===== config.mk =====
export PLATFORM = sky130hd
export DESIGN_NAME = point_in_tetrahedron_test_core_flat
export DESIGN_NICKNAME = d
export VERILOG_FILES = /design/src/sv/pit_pkg.sv /design/src/sv/pit_in_if.sv /design/src/sv/pit_out_if.sv /design/src/sv/pit_ram.sv /design/src/sv/pit_mac.sv /design/src/sv/point_in_tetrahedron_test_core.sv /design/src/flat_wrapper.sv
export SDC_FILE = /design/constraint.sdc
export NUM_CORES = 2
export LEC_CHECK = 0
export ABC_AREA = 1
export BUFFER_PORTS_ARGS = -buffer_cell sky130_fd_sc_hd__clkbuf_2
export CAP_MARGIN = 10
export CORE_MARGIN = 5
export CORE_UTILIZATION = 30
export CTS_CLUSTER_DIAMETER = 60
export DETAILED_ROUTE_END_ITERATION = 7
export MAX_ROUTING_LAYER = met4
export PLACE_DENSITY = 0.46
export SLEW_MARGIN = 30
export SYNTH_ARGS = -nofsm -noshare
export SYNTH_HDL_FRONTEND = slang
export SYNTH_HIERARCHICAL = 1
export SYNTH_SLANG_ARGS = --single-unit
export TNS_END_PERCENT = 1

===== constraint.sdc =====
create_clock -name clk -period 10.95 [get_ports clk]
set_input_delay 1.6425 -clock clk [delete_from_list [all_inputs] [get_ports clk]]
set_output_delay 1.6425 -clock clk [all_outputs]
set_load 0.02 [all_outputs]

===== src/sv/pit_pkg.sv =====
// Package for the point-in-tetrahedron classifier: field widths, codes,
// face table and the micro-op table of the shared multiply-accumulate sequence.
// No dependencies.
`default_nettype none

package pit_pkg;

	localparam int FIELD_W = 16;
	localparam int KIND_W  = 3;
	localparam int REL_W   = 2;
	localparam int TOL_W   = 53;
	localparam int APB_DW  = 64;
	localparam int APB_AW  = 3;
	localparam int N_VERT  = 4;
	localparam int STEP_W  = 5;

	localparam logic [APB_AW-1:0] TOL_ADDR   = '0;
	localparam logic [KIND_W-1:0] KIND_QUERY = 3'd4;
	localparam logic [1:0]        FACE_LAST  = 2'd3;

	localparam logic [STEP_W-1:0] FETCH_Q0    = 5'd1;
	localparam logic [STEP_W-1:0] FETCH_Q1    = 5'd2;
	localparam logic [STEP_W-1:0] FETCH_Q2    = 5'd3;
	localparam logic [STEP_W-1:0] FETCH_OPP   = 5'd4;
	localparam logic [STEP_W-1:0] FETCH_LAST  = 5'd4;
	localparam logic [STEP_W-1:0] CALC_VSTORE = 5'd18;
	localparam logic [STEP_W-1:0] CALC_LAST   = 5'd19;

	typedef enum logic [1:0] {
		REL_INSIDE,
		REL_SURFACE,
		REL_OUTSIDE
	} relation_t;

	typedef enum logic [1:0] {
		S_IDLE,
		S_FETCH,
		S_CALC,
		S_DONE
	} state_t;

	typedef enum logic [2:0] {
		A_E1X,
		A_E1Y,
		A_E1Z,
		A_N0,
		A_N1,
		A_N2
	} a_sel_t;

	typedef enum logic [3:0] {
		B_E2X,
		B_E2Y,
		B_E2Z,
		B_TOX,
		B_TOY,
		B_TOZ,
		B_TPX,
		B_TPY,
		B_TPZ
	} b_sel_t;

	typedef enum logic [1:0] {
		CH_FULL,
		CH_HI,
		CH_LO
	} chunk_t;

	typedef enum logic [1:0] {
		ACC_LOAD,
		ACC_ADD,
		ACC_SUB
	} acc_op_t;

	typedef enum logic [2:0] {
		ST_NONE,
		ST_N0,
		ST_N1,
		ST_N2,
		ST_ORIENT,
		ST_VALUE
	} store_t;

	typedef struct packed {
		logic    valid;
		a_sel_t  a_sel;
		b_sel_t  b_sel;
		chunk_t  chunk;
		acc_op_t acc_op;
		logic    flip_en;
		store_t  store;
	} uop_t;

	typedef struct packed {
		logic    valid;
		logic    shift;
		acc_op_t acc_op;
		logic    flip_en;
		store_t  store;
	} mac_ctl_t;

	// faces (a,b,c|d) (a,c,d|b) (a,b,d|c) (b,c,d|a); slot 3 is the opposite vertex
	function automatic logic [1:0] face_vertex(input logic [1:0] face, input logic [1:0] slot);
		logic [1:0] v;
		case ({face, slot})
			4'h0: v = 2'd0;
			4'h1: v = 2'd1;
			4'h2: v = 2'd2;
			4'h3: v = 2'd3;
			4'h4: v = 2'd0;
			4'h5: v = 2'd2;
			4'h6: v = 2'd3;
			4'h7: v = 2'd1;
			4'h8: v = 2'd0;
			4'h9: v = 2'd1;
			4'hA: v = 2'd3;
			4'hB: v = 2'd2;
			4'hC: v = 2'd1;
			4'hD: v = 2'd2;
			4'hE: v = 2'd3;
			default: v = 2'd0;
		endcase
		return v;
	endfunction

	function automatic uop_t mk_uop(input a_sel_t a, input b_sel_t b, input chunk_t ch,
			input acc_op_t op, input logic flip, input store_t st);
		uop_t u;
		u.valid   = 1'b1;
		u.a_sel   = a;
		u.b_sel   = b;
		u.chunk   = ch;
		u.acc_op  = op;
		u.flip_en = flip;
		u.store   = st;
		return u;
	endfunction

	// cross product, orientation dot, point dot; normals enter as hi/lo halves
	function automatic uop_t uop_at(input logic [STEP_W-1:0] step);
		uop_t u;
		case (step)
			5'd0:  u = mk_uop(A_E1Y, B_E2Z, CH_FULL, ACC_LOAD, 1'b0, ST_NONE);
			5'd1:  u = mk_uop(A_E1Z, B_E2Y, CH_FULL, ACC_SUB,  1'b0, ST_N0);
			5'd2:  u = mk_uop(A_E1Z, B_E2X, CH_FULL, ACC_LOAD, 1'b0, ST_NONE);
			5'd3:  u = mk_uop(A_E1X, B_E2Z, CH_FULL, ACC_SUB,  1'b0, ST_N1);
			5'd4:  u = mk_uop(A_E1X, B_E2Y, CH_FULL, ACC_LOAD, 1'b0, ST_NONE);
			5'd5:  u = mk_uop(A_E1Y, B_E2X, CH_FULL, ACC_SUB,  1'b0, ST_N2);
			5'd6:  u = mk_uop(A_N0,  B_TOX, CH_HI,   ACC_LOAD, 1'b0, ST_NONE);
			5'd7:  u = mk_uop(A_N0,  B_TOX, CH_LO,   ACC_ADD,  1'b0, ST_NONE);
			5'd8:  u = mk_uop(A_N1,  B_TOY, CH_HI,   ACC_ADD,  1'b0, ST_NONE);
			5'd9:  u = mk_uop(A_N1,  B_TOY, CH_LO,   ACC_ADD,  1'b0, ST_NONE);
			5'd10: u = mk_uop(A_N2,  B_TOZ, CH_HI,   ACC_ADD,  1'b0, ST_NONE);
			5'd11: u = mk_uop(A_N2,  B_TOZ, CH_LO,   ACC_ADD,  1'b0, ST_ORIENT);
			5'd12: u = mk_uop(A_N0,  B_TPX, CH_HI,   ACC_LOAD, 1'b1, ST_NONE);
			5'd13: u = mk_uop(A_N0,  B_TPX, CH_LO,   ACC_ADD,  1'b1, ST_NONE);
			5'd14: u = mk_uop(A_N1,  B_TPY, CH_HI,   ACC_ADD,  1'b1, ST_NONE);
			5'd15: u = mk_uop(A_N1,  B_TPY, CH_LO,   ACC_ADD,  1'b1, ST_NONE);
			5'd16: u = mk_uop(A_N2,  B_TPZ, CH_HI,   ACC_ADD,  1'b1, ST_NONE);
			5'd17: u = mk_uop(A_N2,  B_TPZ, CH_LO,   ACC_ADD,  1'b1, ST_VALUE);
			default: begin
				u = mk_uop(A_E1X, B_E2X, CH_FULL, ACC_LOAD, 1'b0, ST_NONE);
				u.valid = 1'b0;
			end
		endcase
		return u;
	endfunction

endpackage

`default_nettype wire


===== src/sv/pit_in_if.sv =====
// Input channel interface: valid/ready handshake carrying kind and coordinates.
// Depends on pit_pkg.
`default_nettype none

interface pit_in_if;
	logic                               valid;
	logic                               ready;
	logic [pit_pkg::KIND_W-1:0]         kind;
	logic signed [pit_pkg::FIELD_W-1:0] coord_x;
	logic signed [pit_pkg::FIELD_W-1:0] coord_y;
	logic signed [pit_pkg::FIELD_W-1:0] coord_z;

	modport source (output valid, kind, coord_x, coord_y, coord_z, input ready);
	modport sink (input valid, kind, coord_x, coord_y, coord_z, output ready);
endinterface

`default_nettype wire


===== src/sv/pit_out_if.sv =====
// Result channel interface: valid/ready handshake carrying the relation code.
// Depends on pit_pkg.
`default_nettype none

interface pit_out_if;
	logic                      valid;
	logic                      ready;
	logic [pit_pkg::REL_W-1:0] relation;

	modport source (output valid, relation, input ready);
	modport sink (input valid, relation, output ready);
endinterface

`default_nettype wire


===== src/sv/pit_ram.sv =====
// Generic single-write, single-read RAM with registered read data.
// No dependencies.
`default_nettype none

module pit_ram #(
	parameter int WIDTH = 48,
	parameter int DEPTH = 4
) (
	input  wire logic                                    clk,
	input  wire logic                                    we,
	input  wire logic [((DEPTH > 1) ? $clog2(DEPTH) : 1)-1:0] waddr,
	input  wire logic [WIDTH-1:0]                        wdata,
	input  wire logic [((DEPTH > 1) ? $clog2(DEPTH) : 1)-1:0] raddr,
	output logic      [WIDTH-1:0]                        rdata
);

	logic [WIDTH-1:0] mem_q [DEPTH];
	logic [WIDTH-1:0] rdata_q;

	always_ff @(posedge clk) begin
		if (we) begin
			mem_q[waddr] <= wdata;
		end
		rdata_q <= mem_q[raddr];
	end

	assign rdata = rdata_q;

endmodule

`default_nettype wire


===== src/sv/pit_mac.sv =====
// Shared multiply-accumulate unit: registered signed product, then a wide
// accumulator with optional shift of the high half and orientation flip.
// Depends on pit_pkg.
`default_nettype none

module pit_mac #(
	parameter int A_W   = 18,
	parameter int B_W   = 17,
	parameter int SHIFT = 17,
	parameter int ACC_W = 55
) (
	input  wire logic                    clk,
	input  wire logic                    arst_n,
	input  wire pit_pkg::mac_ctl_t       ctl,
	input  wire logic signed [A_W-1:0]   op_a,
	input  wire logic signed [B_W-1:0]   op_b,
	output logic signed [ACC_W-1:0]      acc_res,
	output pit_pkg::store_t              store
);

	pit_pkg::mac_ctl_t         ctl_s1;
	logic signed [A_W+B_W-1:0] prod_s1;
	logic signed [ACC_W-1:0]   acc_q;
	logic                      flip_q;
	logic signed [ACC_W-1:0]   prod_ext;
	logic signed [ACC_W-1:0]   term;
	logic signed [ACC_W-1:0]   base;
	logic                      neg;
	logic signed [ACC_W-1:0]   acc_d;

	always_ff @(posedge clk or negedge arst_n) begin
		if (!arst_n) begin
			ctl_s1 <= '0;
		end else begin
			ctl_s1 <= ctl;
		end
	end

	always_ff @(posedge clk) begin
		prod_s1 <= op_a * op_b;
	end

	always_comb begin
		prod_ext = ACC_W'(prod_s1);
		term     = ctl_s1.shift ? (prod_ext <<< SHIFT) : prod_ext;
		base     = (ctl_s1.acc_op == pit_pkg::ACC_LOAD) ? '0 : acc_q;
		neg      = (ctl_s1.acc_op == pit_pkg::ACC_SUB) ^ (ctl_s1.flip_en && flip_q);
		acc_d    = neg ? (base - term) : (base + term);
	end

	always_ff @(posedge clk or negedge arst_n) begin
		if (!arst_n) begin
			flip_q <= 1'b0;
		end else if (ctl_s1.valid && (ctl_s1.store == pit_pkg::ST_ORIENT)) begin
			flip_q <= !acc_d[ACC_W-1] && (|acc_d);
		end
	end

	always_ff @(posedge clk) begin
		if (ctl_s1.valid) begin
			acc_q <= acc_d;
		end
	end

	assign acc_res = acc_d;
	assign store   = ctl_s1.valid ? ctl_s1.store : pit_pkg::ST_NONE;

endmodule

`default_nettype wire


===== src/sv/point_in_tetrahedron_test_core.sv =====
// Top level of the point-in-tetrahedron classifier: APB register, vertex RAM,
// sequencer and face-verdict logic. Depends on pit_pkg, pit_in_if, pit_out_if,
// pit_ram and pit_mac.
//
//   channel   dir  handshake            payload
//   in_ch     in   valid/ready          kind, coord_x, coord_y, coord_z
//   out_ch    out  valid/ready          relation
//   apb       in   psel/penable, pready paddr, pwdata, prdata (surface_tolerance at 0)
//
// A vertex load or an unused kind is taken without leaving IDLE; loads may stream every cycle.
// A query visits four faces; per face the sequencer reads the vertex RAM in FETCH
// and then runs CALC through the one shared multiplier (18 multiplies plus drain).
// in_ch.ready is low while a query is in work; the result register holds one
// verdict, and a finished query waits in DONE while the previous one is untaken.
// Reset clears control state only; the vertex RAM needs no clearing pass.
`default_nettype none

module point_in_tetrahedron_test_core #(
	parameter int COORD_WIDTH = 16
) (
	input  wire logic                        clk,
	input  wire logic                        arst_n,
	pit_in_if.sink                           in_ch,
	pit_out_if.source                        out_ch,
	input  wire logic                        psel,
	input  wire logic                        penable,
	input  wire logic                        pwrite,
	input  wire logic [pit_pkg::APB_AW-1:0]  paddr,
	input  wire logic [pit_pkg::APB_DW-1:0]  pwdata,
	output logic      [pit_pkg::APB_DW-1:0]  prdata,
	output logic                             pready
);

	localparam int CW    = COORD_WIDTH;
	localparam int DW    = CW + 1;
	localparam int NW    = 2 * CW + 2;
	localparam int LO_W  = CW + 1;
	localparam int HI_W  = NW - LO_W;
	localparam int A_W   = CW + 2;
	localparam int B_W   = DW;
	localparam int ACC_W = (3 * CW + 4 > pit_pkg::TOL_W + 2) ? 3 * CW + 4 : pit_pkg::TOL_W + 2;
	localparam int VW    = 3 * CW;
	localparam int FW    = pit_pkg::FIELD_W;

	pit_pkg::state_t              state_q;
	pit_pkg::state_t              state_d;
	logic [pit_pkg::STEP_W-1:0]   step_q;
	logic [1:0]                   face_q;

	logic [pit_pkg::TOL_W-1:0]    tol_q;

	logic                         in_acc;
	logic                         in_ready;
	logic                         is_query;
	logic [FW+CW-1:0]             cx_ext;
	logic [FW+CW-1:0]             cy_ext;
	logic [FW+CW-1:0]             cz_ext;
	logic signed [CW-1:0]         cin [3];

	logic [1:0]                   ram_raddr;
	logic [VW-1:0]                ram_rdata;
	logic signed [CW-1:0]         rd_c [3];

	logic signed [CW-1:0]         p_q [3];
	logic signed [CW-1:0]         q0_q [3];
	logic signed [DW-1:0]         e1_q [3];
	logic signed [DW-1:0]         e2_q [3];
	logic signed [DW-1:0]         to_q [3];
	logic signed [DW-1:0]         tp_q [3];
	logic signed [NW-1:0]         n_q [3];
	logic signed [ACC_W-1:0]      v_q;

	pit_pkg::uop_t                uop;
	pit_pkg::mac_ctl_t            ctl;
	logic signed [A_W-1:0]        op_a;
	logic signed [B_W-1:0]        op_b;
	logic signed [DW-1:0]         ea;
	logic signed [NW-1:0]         nsel;
	logic signed [HI_W-1:0]       n_hi;
	logic [LO_W-1:0]              n_lo;
	logic signed [ACC_W-1:0]      acc_res;
	pit_pkg::store_t              mac_store;

	logic signed [ACC_W-1:0]      tol_ext;
	logic signed [ACC_W:0]        v_plus_tol;
	logic                         v_gt0;
	logic                         v_ge_ntol;
	logic                         v_le_tol;
	logic                         all_pos_q;
	logic                         all_ge_q;
	logic                         any_small_q;
	pit_pkg::relation_t           verdict;

	logic                         out_valid_q;
	pit_pkg::relation_t           rel_q;

	// configuration port
	assign pready = 1'b1;
	assign prdata = (paddr == pit_pkg::TOL_ADDR) ? pit_pkg::APB_DW'(tol_q) : '0;

	always_ff @(posedge clk or negedge arst_n) begin
		if (!arst_n) begin
			tol_q <= '0;
		end else if (psel && penable && pwrite && pready && (paddr == pit_pkg::TOL_ADDR)) begin
			tol_q <= pwdata[pit_pkg::TOL_W-1:0];
		end
	end

	// input decode
	assign in_acc   = in_ch.valid && in_ready;
	assign is_query = (in_ch.kind == pit_pkg::KIND_QUERY);
	assign cx_ext   = {{CW{1'b0}}, in_ch.coord_x};
	assign cy_ext   = {{CW{1'b0}}, in_ch.coord_y};
	assign cz_ext   = {{CW{1'b0}}, in_ch.coord_z};
	assign cin[0]   = cx_ext[CW-1:0];
	assign cin[1]   = cy_ext[CW-1:0];
	assign cin[2]   = cz_ext[CW-1:0];
	assign in_ch.ready = in_ready;

	pit_ram #(
		.WIDTH(VW),
		.DEPTH(pit_pkg::N_VERT)
	) u_vert_ram (
		.clk   (clk),
		.we    (in_acc && (in_ch.kind < pit_pkg::KIND_QUERY)),
		.waddr (in_ch.kind[1:0]),
		.wdata ({cin[0], cin[1], cin[2]}),
		.raddr (ram_raddr),
		.rdata (ram_rdata)
	);

	assign rd_c[0] = ram_rdata[VW-1:2*CW];
	assign rd_c[1] = ram_rdata[2*CW-1:CW];
	assign rd_c[2] = ram_rdata[CW-1:0];

	// sequencer
	always_comb begin
		state_d = state_q;
		case (state_q)
			pit_pkg::S_IDLE: begin
				if (in_acc && is_query) begin
					state_d = pit_pkg::S_FETCH;
				end
			end
			pit_pkg::S_FETCH: begin
				if (step_q == pit_pkg::FETCH_LAST) begin
					state_d = pit_pkg::S_CALC;
				end
			end
			pit_pkg::S_CALC: begin
				if (step_q == pit_pkg::CALC_LAST) begin
					state_d = (face_q == pit_pkg::FACE_LAST) ? pit_pkg::S_DONE : pit_pkg::S_FETCH;
				end
			end
			pit_pkg::S_DONE: begin
				if (!out_valid_q || out_ch.ready) begin
					state_d = pit_pkg::S_IDLE;
				end
			end
			default: state_d = pit_pkg::S_IDLE;
		endcase
	end

	always_comb begin
		in_ready  = 1'b0;
		ram_raddr = pit_pkg::face_vertex(face_q, step_q[1:0]);
		uop       = pit_pkg::uop_at(step_q);
		ctl       = '0;
		case (state_q)
			pit_pkg::S_IDLE: begin
				in_ready = 1'b1;
			end
			pit_pkg::S_CALC: begin
				ctl.valid   = uop.valid;
				ctl.shift   = (uop.chunk == pit_pkg::CH_HI);
				ctl.acc_op  = uop.acc_op;
				ctl.flip_en = uop.flip_en;
				ctl.store   = uop.store;
			end
			default: begin
				in_ready = 1'b0;
			end
		endcase
	end

	always_ff @(posedge clk or negedge arst_n) begin
		if (!arst_n) begin
			state_q <= pit_pkg::S_IDLE;
			step_q  <= '0;
			face_q  <= '0;
		end else begin
			state_q <= state_d;
			if (state_d != state_q) begin
				step_q <= '0;
			end else if ((state_q == pit_pkg::S_FETCH) || (state_q == pit_pkg::S_CALC)) begin
				step_q <= step_q + 1'b1;
			end
			if (state_q == pit_pkg::S_IDLE) begin
				face_q <= '0;
			end else if ((state_q == pit_pkg::S_CALC) && (state_d == pit_pkg::S_FETCH)) begin
				face_q <= face_q + 1'b1;
			end
		end
	end

	// query point and face vectors
	always_ff @(posedge clk) begin
		if (in_acc && is_query) begin
			for (int i = 0; i < 3; i++) begin
				p_q[i] <= cin[i];
			end
		end
		if (state_q == pit_pkg::S_FETCH) begin
			case (step_q)
				pit_pkg::FETCH_Q0: begin
					for (int i = 0; i < 3; i++) begin
						q0_q[i] <= rd_c[i];
						tp_q[i] <= DW'(p_q[i]) - DW'(rd_c[i]);
					end
				end
				pit_pkg::FETCH_Q1: begin
					for (int i = 0; i < 3; i++) begin
						e1_q[i] <= DW'(q0_q[i]) - DW'(rd_c[i]);
					end
				end
				pit_pkg::FETCH_Q2: begin
					for (int i = 0; i < 3; i++) begin
						e2_q[i] <= DW'(q0_q[i]) - DW'(rd_c[i]);
					end
				end
				pit_pkg::FETCH_OPP: begin
					for (int i = 0; i < 3; i++) begin
						to_q[i] <= DW'(q0_q[i]) - DW'(rd_c[i]);
					end
				end
				default: begin
				end
			endcase
		end
		case (mac_store)
			pit_pkg::ST_N0:    n_q[0] <= acc_res[NW-1:0];
			pit_pkg::ST_N1:    n_q[1] <= acc_res[NW-1:0];
			pit_pkg::ST_N2:    n_q[2] <= acc_res[NW-1:0];
			pit_pkg::ST_VALUE: v_q <= acc_res;
			default: begin
			end
		endcase
	end

	// operand select
	always_comb begin
		ea   = e1_q[0];
		nsel = n_q[0];
		case (uop.a_sel)
			pit_pkg::A_E1X: ea = e1_q[0];
			pit_pkg::A_E1Y: ea = e1_q[1];
			pit_pkg::A_E1Z: ea = e1_q[2];
			pit_pkg::A_N0:  nsel = n_q[0];
			pit_pkg::A_N1:  nsel = n_q[1];
			pit_pkg::A_N2:  nsel = n_q[2];
			default:        ea = e1_q[0];
		endcase
		n_hi = nsel[NW-1:LO_W];
		n_lo = nsel[LO_W-1:0];
		case (uop.chunk)
			pit_pkg::CH_HI: op_a = A_W'(n_hi);
			pit_pkg::CH_LO: op_a = $signed(A_W'(n_lo));
			default:        op_a = A_W'(ea);
		endcase
		case (uop.b_sel)
			pit_pkg::B_E2X: op_b = e2_q[0];
			pit_pkg::B_E2Y: op_b = e2_q[1];
			pit_pkg::B_E2Z: op_b = e2_q[2];
			pit_pkg::B_TOX: op_b = to_q[0];
			pit_pkg::B_TOY: op_b = to_q[1];
			pit_pkg::B_TOZ: op_b = to_q[2];
			pit_pkg::B_TPX: op_b = tp_q[0];
			pit_pkg::B_TPY: op_b = tp_q[1];
			pit_pkg::B_TPZ: op_b = tp_q[2];
			default:        op_b = e2_q[0];
		endcase
	end

	pit_mac #(
		.A_W   (A_W),
		.B_W   (B_W),
		.SHIFT (LO_W),
		.ACC_W (ACC_W)
	) u_mac (
		.clk     (clk),
		.arst_n  (arst_n),
		.ctl     (ctl),
		.op_a    (op_a),
		.op_b    (op_b),
		.acc_res (acc_res),
		.store   (mac_store)
	);

	// face verdict
	always_comb begin
		tol_ext    = ACC_W'(tol_q);
		v_plus_tol = (ACC_W + 1)'(v_q) + (ACC_W + 1)'(tol_ext);
		v_gt0      = !v_q[ACC_W-1] && (|v_q);
		v_ge_ntol  = !v_plus_tol[ACC_W];
		v_le_tol   = (v_q <= tol_ext);
		if (all_pos_q) begin
			verdict = pit_pkg::REL_INSIDE;
		end else if (all_ge_q && any_small_q) begin
			verdict = pit_pkg::REL_SURFACE;
		end else begin
			verdict = pit_pkg::REL_OUTSIDE;
		end
	end

	always_ff @(posedge clk or negedge arst_n) begin
		if (!arst_n) begin
			all_pos_q   <= 1'b1;
			all_ge_q    <= 1'b1;
			any_small_q <= 1'b0;
		end else if (in_acc && is_query) begin
			all_pos_q   <= 1'b1;
			all_ge_q    <= 1'b1;
			any_small_q <= 1'b0;
		end else if ((state_q == pit_pkg::S_CALC) && (step_q == pit_pkg::CALC_LAST)) begin
			all_pos_q   <= all_pos_q && v_gt0;
			all_ge_q    <= all_ge_q && v_ge_ntol;
			any_small_q <= any_small_q || v_le_tol;
		end
	end

	// result register
	always_ff @(posedge clk or negedge arst_n) begin
		if (!arst_n) begin
			out_valid_q <= 1'b0;
		end else if ((state_q == pit_pkg::S_DONE) && (state_d == pit_pkg::S_IDLE)) begin
			out_valid_q <= 1'b1;
		end else if (out_ch.ready) begin
			out_valid_q <= 1'b0;
		end
	end

	always_ff @(posedge clk) begin
		if ((state_q == pit_pkg::S_DONE) && (state_d == pit_pkg::S_IDLE)) begin
			rel_q <= verdict;
		end
	end

	assign out_ch.valid    = out_valid_q;
	assign out_ch.relation = rel_q;

	a_value_step: assert property (@(posedge clk) disable iff (!arst_n)
		(mac_store == pit_pkg::ST_VALUE) |->
			((state_q == pit_pkg::S_CALC) && (step_q == pit_pkg::CALC_VSTORE)))
		else $error("face value stored outside its sequencer step");

	a_done_face: assert property (@(posedge clk) disable iff (!arst_n)
		((state_q == pit_pkg::S_CALC) && (state_d == pit_pkg::S_DONE)) |->
			(face_q == pit_pkg::FACE_LAST))
		else $error("query finished before the last face");

	a_query_start: assert property (@(posedge clk) disable iff (!arst_n)
		(in_acc && is_query) |=> ((state_q == pit_pkg::S_FETCH) && (face_q == '0)))
		else $error("accepted query did not start at the first face");

	a_out_rise: assert property (@(posedge clk) disable iff (!arst_n)
		$rose(out_valid_q) |-> ($past(state_q) == pit_pkg::S_DONE))
		else $error("result raised without a finished query");

	a_busy_no_ready: assert property (@(posedge clk) disable iff (!arst_n)
		ctl.valid |-> !in_ch.ready)
		else $error("input ready while the shared multiplier is in use");

endmodule

`default_nettype wire

===== src/flat_wrapper.sv =====
// flat-port wrapper written by rule: the top's interface ports become plain ports
module point_in_tetrahedron_test_core_flat 
#(
	parameter int COORD_WIDTH = 16
)
  (clk, arst_n, psel, penable, pwrite, paddr, pwdata, prdata, pready, in_ch_valid, in_ch_kind, in_ch_coord_x, in_ch_coord_y, in_ch_coord_z, in_ch_ready, out_ch_valid, out_ch_relation, out_ch_ready);
  pit_in_if in_ch_i ();
  pit_out_if out_ch_i ();
  input  wire logic clk;
  input  wire logic arst_n;
  input  wire logic psel;
  input  wire logic penable;
  input  wire logic pwrite;
  input  wire logic [pit_pkg::APB_AW-1:0] paddr;
  input  wire logic [pit_pkg::APB_DW-1:0] pwdata;
  output logic      [pit_pkg::APB_DW-1:0] prdata;
  output logic pready;
  input wire logic [$bits(in_ch_i.valid)-1:0] in_ch_valid;
  input wire logic [$bits(in_ch_i.kind)-1:0] in_ch_kind;
  input wire logic [$bits(in_ch_i.coord_x)-1:0] in_ch_coord_x;
  input wire logic [$bits(in_ch_i.coord_y)-1:0] in_ch_coord_y;
  input wire logic [$bits(in_ch_i.coord_z)-1:0] in_ch_coord_z;
  output wire logic [$bits(in_ch_i.ready)-1:0] in_ch_ready;
  output wire logic [$bits(out_ch_i.valid)-1:0] out_ch_valid;
  output wire logic [$bits(out_ch_i.relation)-1:0] out_ch_relation;
  input wire logic [$bits(out_ch_i.ready)-1:0] out_ch_ready;
  assign in_ch_i.valid = in_ch_valid;
  assign in_ch_i.kind = in_ch_kind;
  assign in_ch_i.coord_x = in_ch_coord_x;
  assign in_ch_i.coord_y = in_ch_coord_y;
  assign in_ch_i.coord_z = in_ch_coord_z;
  assign in_ch_ready = in_ch_i.ready;
  assign out_ch_valid = out_ch_i.valid;
  assign out_ch_relation = out_ch_i.relation;
  assign out_ch_i.ready = out_ch_ready;
  point_in_tetrahedron_test_core #(.COORD_WIDTH(COORD_WIDTH)) u_core (.clk(clk), .arst_n(arst_n), .in_ch(in_ch_i), .out_ch(out_ch_i), .psel(psel), .penable(penable), .pwrite(pwrite), .paddr(paddr), .pwdata(pwdata), .prdata(prdata), .pready(pready));
endmodule

==> impl_results.md <==
* RSZ-0062 raised after global routing: no
* Slew @ Worst Pin at approximately 0.96 ns
* Setup CP Type: register to register
* Syn Area/Cell at 8.68 µm²
* Initial Util at 30.2%
* Vias/cell at 4.46
* CTS tree: done
* Slew HR at a little over a third
* Min-Delay Path Class: register to register
* Horiz. Die Dim at 451 µm
* Netlist cell types at 64
* Crit. End Element: register
* Worst Setup EP: u_core/u_mac/prod_s1[31]$_DFF_P_
* Core ar. at 193000 µm²
* Met1 Use GR at 21.5%
* CP Launch Type: register
* Share of cells above drive strength 1 at between 7 and 8%
* Iter 0 DRT Violations at between 2000 and 3000
* Register area share after synthesis at 42.4%
* Maxcap violations at 0
* Max-slew violations at 0
* # port buffers at 170
* Most frequent cell after synthesis: nand2_1
* Hold Vio Cnt, Final at 0
* Final Cycle Share at 84.7%
* Clock buffer depth at 3
* Top Usage Layer GRT: met2
* Hold depth at 0
* Synth Warn # at 6
* Global Route met2 Usage at 28.3%
* NumNets Final at 7715
* Total Routing Usage GR at 16.7%
* Via count at 42497
* Syn Inst Count at slightly below 7000
* Congestion Overflow GR at 0
* Reg2Reg Setup Slack at around 1.7 ns
* Core Util, Final at between 30% and 40%
* Maximum operating frequency at between 0.1 and 0.15 GHz
* Synth top cells by count: nand2_1 (1772), inv_1 (1482), edfxtp_1 (706)
* CP Data Required Time at around 12 ns
* Critical path launch point: u_core/step_q[2]$_DFFE_PN0P_
* CTS resizes at 0
* Number of hold buffers added after cts at 0
* Gpl congestion at 0.927
* Post-synth EDFFs at 706
* Clock-pin slew on the worst setup and hold paths at 0.06 ns
* Pin count of the biggest net entering global routing at 107
* Max incr delay on CP at 1.01 ns
* CTS Sinks at 864
* Final TNS setup at 0 ns
* Reg2reg end: u_core/u_mac/prod_s1[31]$_DFF_P_
* HPWL Detailed at 132000 µm
* First-pass GRT wire length at 256000 µm
* Antenna-violating nets left at 0
* Synthesized area at 58300 µm²
* Synth top area cells: edfxtp_1 (36%), nand2_1 (11%), fa_1 (11%)
* Footprint of the multi-input gates at 27200 µm²
* Non-Filler Instances at between 9000 and 10000
* DRC Markers at 0
* Post-CTS Setup Bufs at 0
* Post-placement cell area at 62200 µm²
* Final std cell area, no fill at approximately 66000 µm²
* Vias in the first global route at about 43000
* Crit-path slowest cell: fa_1
* Async set-or-reset flop fraction in the synthesized netlist at 8.68%
* DIE AREA at around 200000 µm²
* Critical R2R Launch: u_core/step_q[2]$_DFFE_PN0P_
* H-tree levels at 3
* # IOs at 194
* Status: finished, final reports clean
* FF/Latch Area at 24700 µm²
* Latest clock arrival within the worst-skew pair at approximately 0.76 ns
* DP Cell Count at slightly above 9000
* Synth Register Bits at 864
* Most numerous cell on the critical path: fa_1
* Drt total wl at about 170000 µm
* # fillers at between 20000 and 25000
* Synthesis-to-finish area growth at 12.7%
* Initial antenna violation count at 4
* Setup-failing EPs final at 0
* M3 GR Usage at between 1.5 and 2%
* Total CTS buffers at 103
* WL/cell at 17.6 µm
* Core Rows at 161
* CP max FO at 20
* Arrival time at the worst endpoint at 9.86 ns
* Reg2reg path depth at 29
* Die H at approximately 450 µm
* Yosys top cell area share at a little over a third
* Primary FF master, synth: edfxtp_1
* Root Driver: clkbuf_16
* Final clock skew at 0.0843 ns
* Area leader, netlist: edfxtp_1
* Minimum clock period at a little over 9 ns
* Drt pass-1 iters at 6
==> flip-flops by register name (all words and copies together) (netlist names), 2 cells and up <==
register and flops:
u_core/e1_q 51, u_core/e2_q 51, u_core/face_q 2, u_core/n_q 102, u_core/out_ch.relation 2, u_core/p_q 48
u_core/q0_q 48, u_core/state_q 2, u_core/step_q 5, u_core/to_q 51, u_core/tol_q 53, u_core/tp_q 51
u_core/u_mac/acc_q 55, u_core/u_mac/ctl_s1 8, u_core/u_mac/prod_s1 35, u_core/u_vert_ram/mem_q 192, u_core/u_vert_ram/rdata 48, u_core/v_q 55
==> placed cells by master, fill, tap and decap left out, types with 21 or more instances in the layout <==
| master | Yosys | layout |
|---|---|---|
| clkbuf_2 | 0 | 169 |
| xor2_1 | 123 | 123 |
| dfrtp_1 | 73 | 71 |
| nand3b_1 | 24 | 24 |
| a211oi_1 | 38 | 38 |
| nor3_1 | 54 | 46 |
| o21ai_0 | 192 | 191 |
| ha_1 | 363 | 363 |
| dfxtp_1 | 83 | 83 |
| nand3_1 | 364 | 364 |
| xnor2_1 | 61 | 60 |
| buf_4 | 21 | 81 |
| fa_1 | 318 | 318 |
| clkbuf_16 | 0 | 103 |
| inv_1 | 1482 | 1481 |
| nand2_1 | 1772 | 1772 |
| nor2_1 | 444 | 439 |
| edfxtp_1 | 706 | 706 |
| clkbuf_1 | 97 | 21 |
| a21oi_1 | 221 | 221 |
| nand4_1 | 37 | 37 |
==> layout make-up <==
type                            count  share of cell area (%)
Tap cell                         2526                    4.81
Multi-Input combinational cell   4193                    41.4
Sequential cell                   864                    37.7
Timing Repair Buffer              252                    2.26
Antenna cell                        3                  0.0114
Clock inverter                     62                    1.12
Clock buffer                      133                    4.21
Inverter                         1495                    8.55
==> routing by layer <==
metal | share of wire [%] | wire, µm
met1 | 45 | 75800
met4 | 2.3 | 3790
met3 | 3.6 | 6100
met2 | 49 | 81900
met5 | 0 | 0
==> worst max-delay path, delay by kind of cell (launching register included) <==
family | cells | cell delay [ns]
AOI/OAI and AO/OA | 2 | 0.21
xor gates and xnor gates | 1 | 0.16
adders and majority gates | 8 | 4.29
buffers and inverters | 6 | 0.92
DFF | 1 | 0.66
and+or+nand+nor | 12 | 2.86
==> cells by family (layout without fill, tap and decap cells) <==
logic type                 count (synthesis)  after routing  synth area share, %
and+or+nand+nor                         2784           2784                 19.8
adders and majority gates                681            681                 18.7
DFF                                      864            864                 42.4
AOI/OAI and AO/OA                        532            532                 5.12
buffers and inverters                   1676           1942                 11.2
xor gates and xnor gates                 184            184                 2.76
other                                      2             15               0.0129
==> worst min-delay path by stage <==
stage                                              startpoint                      endpoint  slack (ns)
after CTS                 u_core/u_vert_ram/rdata[13]$_DFF_P_  u_core/q0_q[0][45]$_DFFE_PP_        0.43
final                     u_core/u_vert_ram/rdata[13]$_DFF_P_  u_core/q0_q[0][45]$_DFFE_PP_        0.43
after detailed placement  u_core/u_vert_ram/rdata[13]$_DFF_P_  u_core/q0_q[0][45]$_DFFE_PP_        0.42
after global placement    u_core/u_vert_ram/rdata[47]$_DFF_P_  u_core/q0_q[0][15]$_DFFE_PP_        0.41
after global routing      u_core/u_vert_ram/rdata[45]$_DFF_P_  u_core/q0_q[0][13]$_DFFE_PP_        0.44
after floorplan           u_core/u_vert_ram/rdata[42]$_DFF_P_  u_core/q0_q[0][10]$_DFFE_PP_        0.41
==> metrics by stage <==
step                      hold WS [ns]  setup WS (ns)
after floorplan                  0.408           3.00
after global placement           0.415           1.72
after detailed placement         0.416           1.66
after CTS                        0.431           1.60
after global routing             0.440           1.02
final                            0.429           1.67
Power is not shown: default switching activity piles up to over one toggle a cycle in this logic, so the estimate is an artifact.
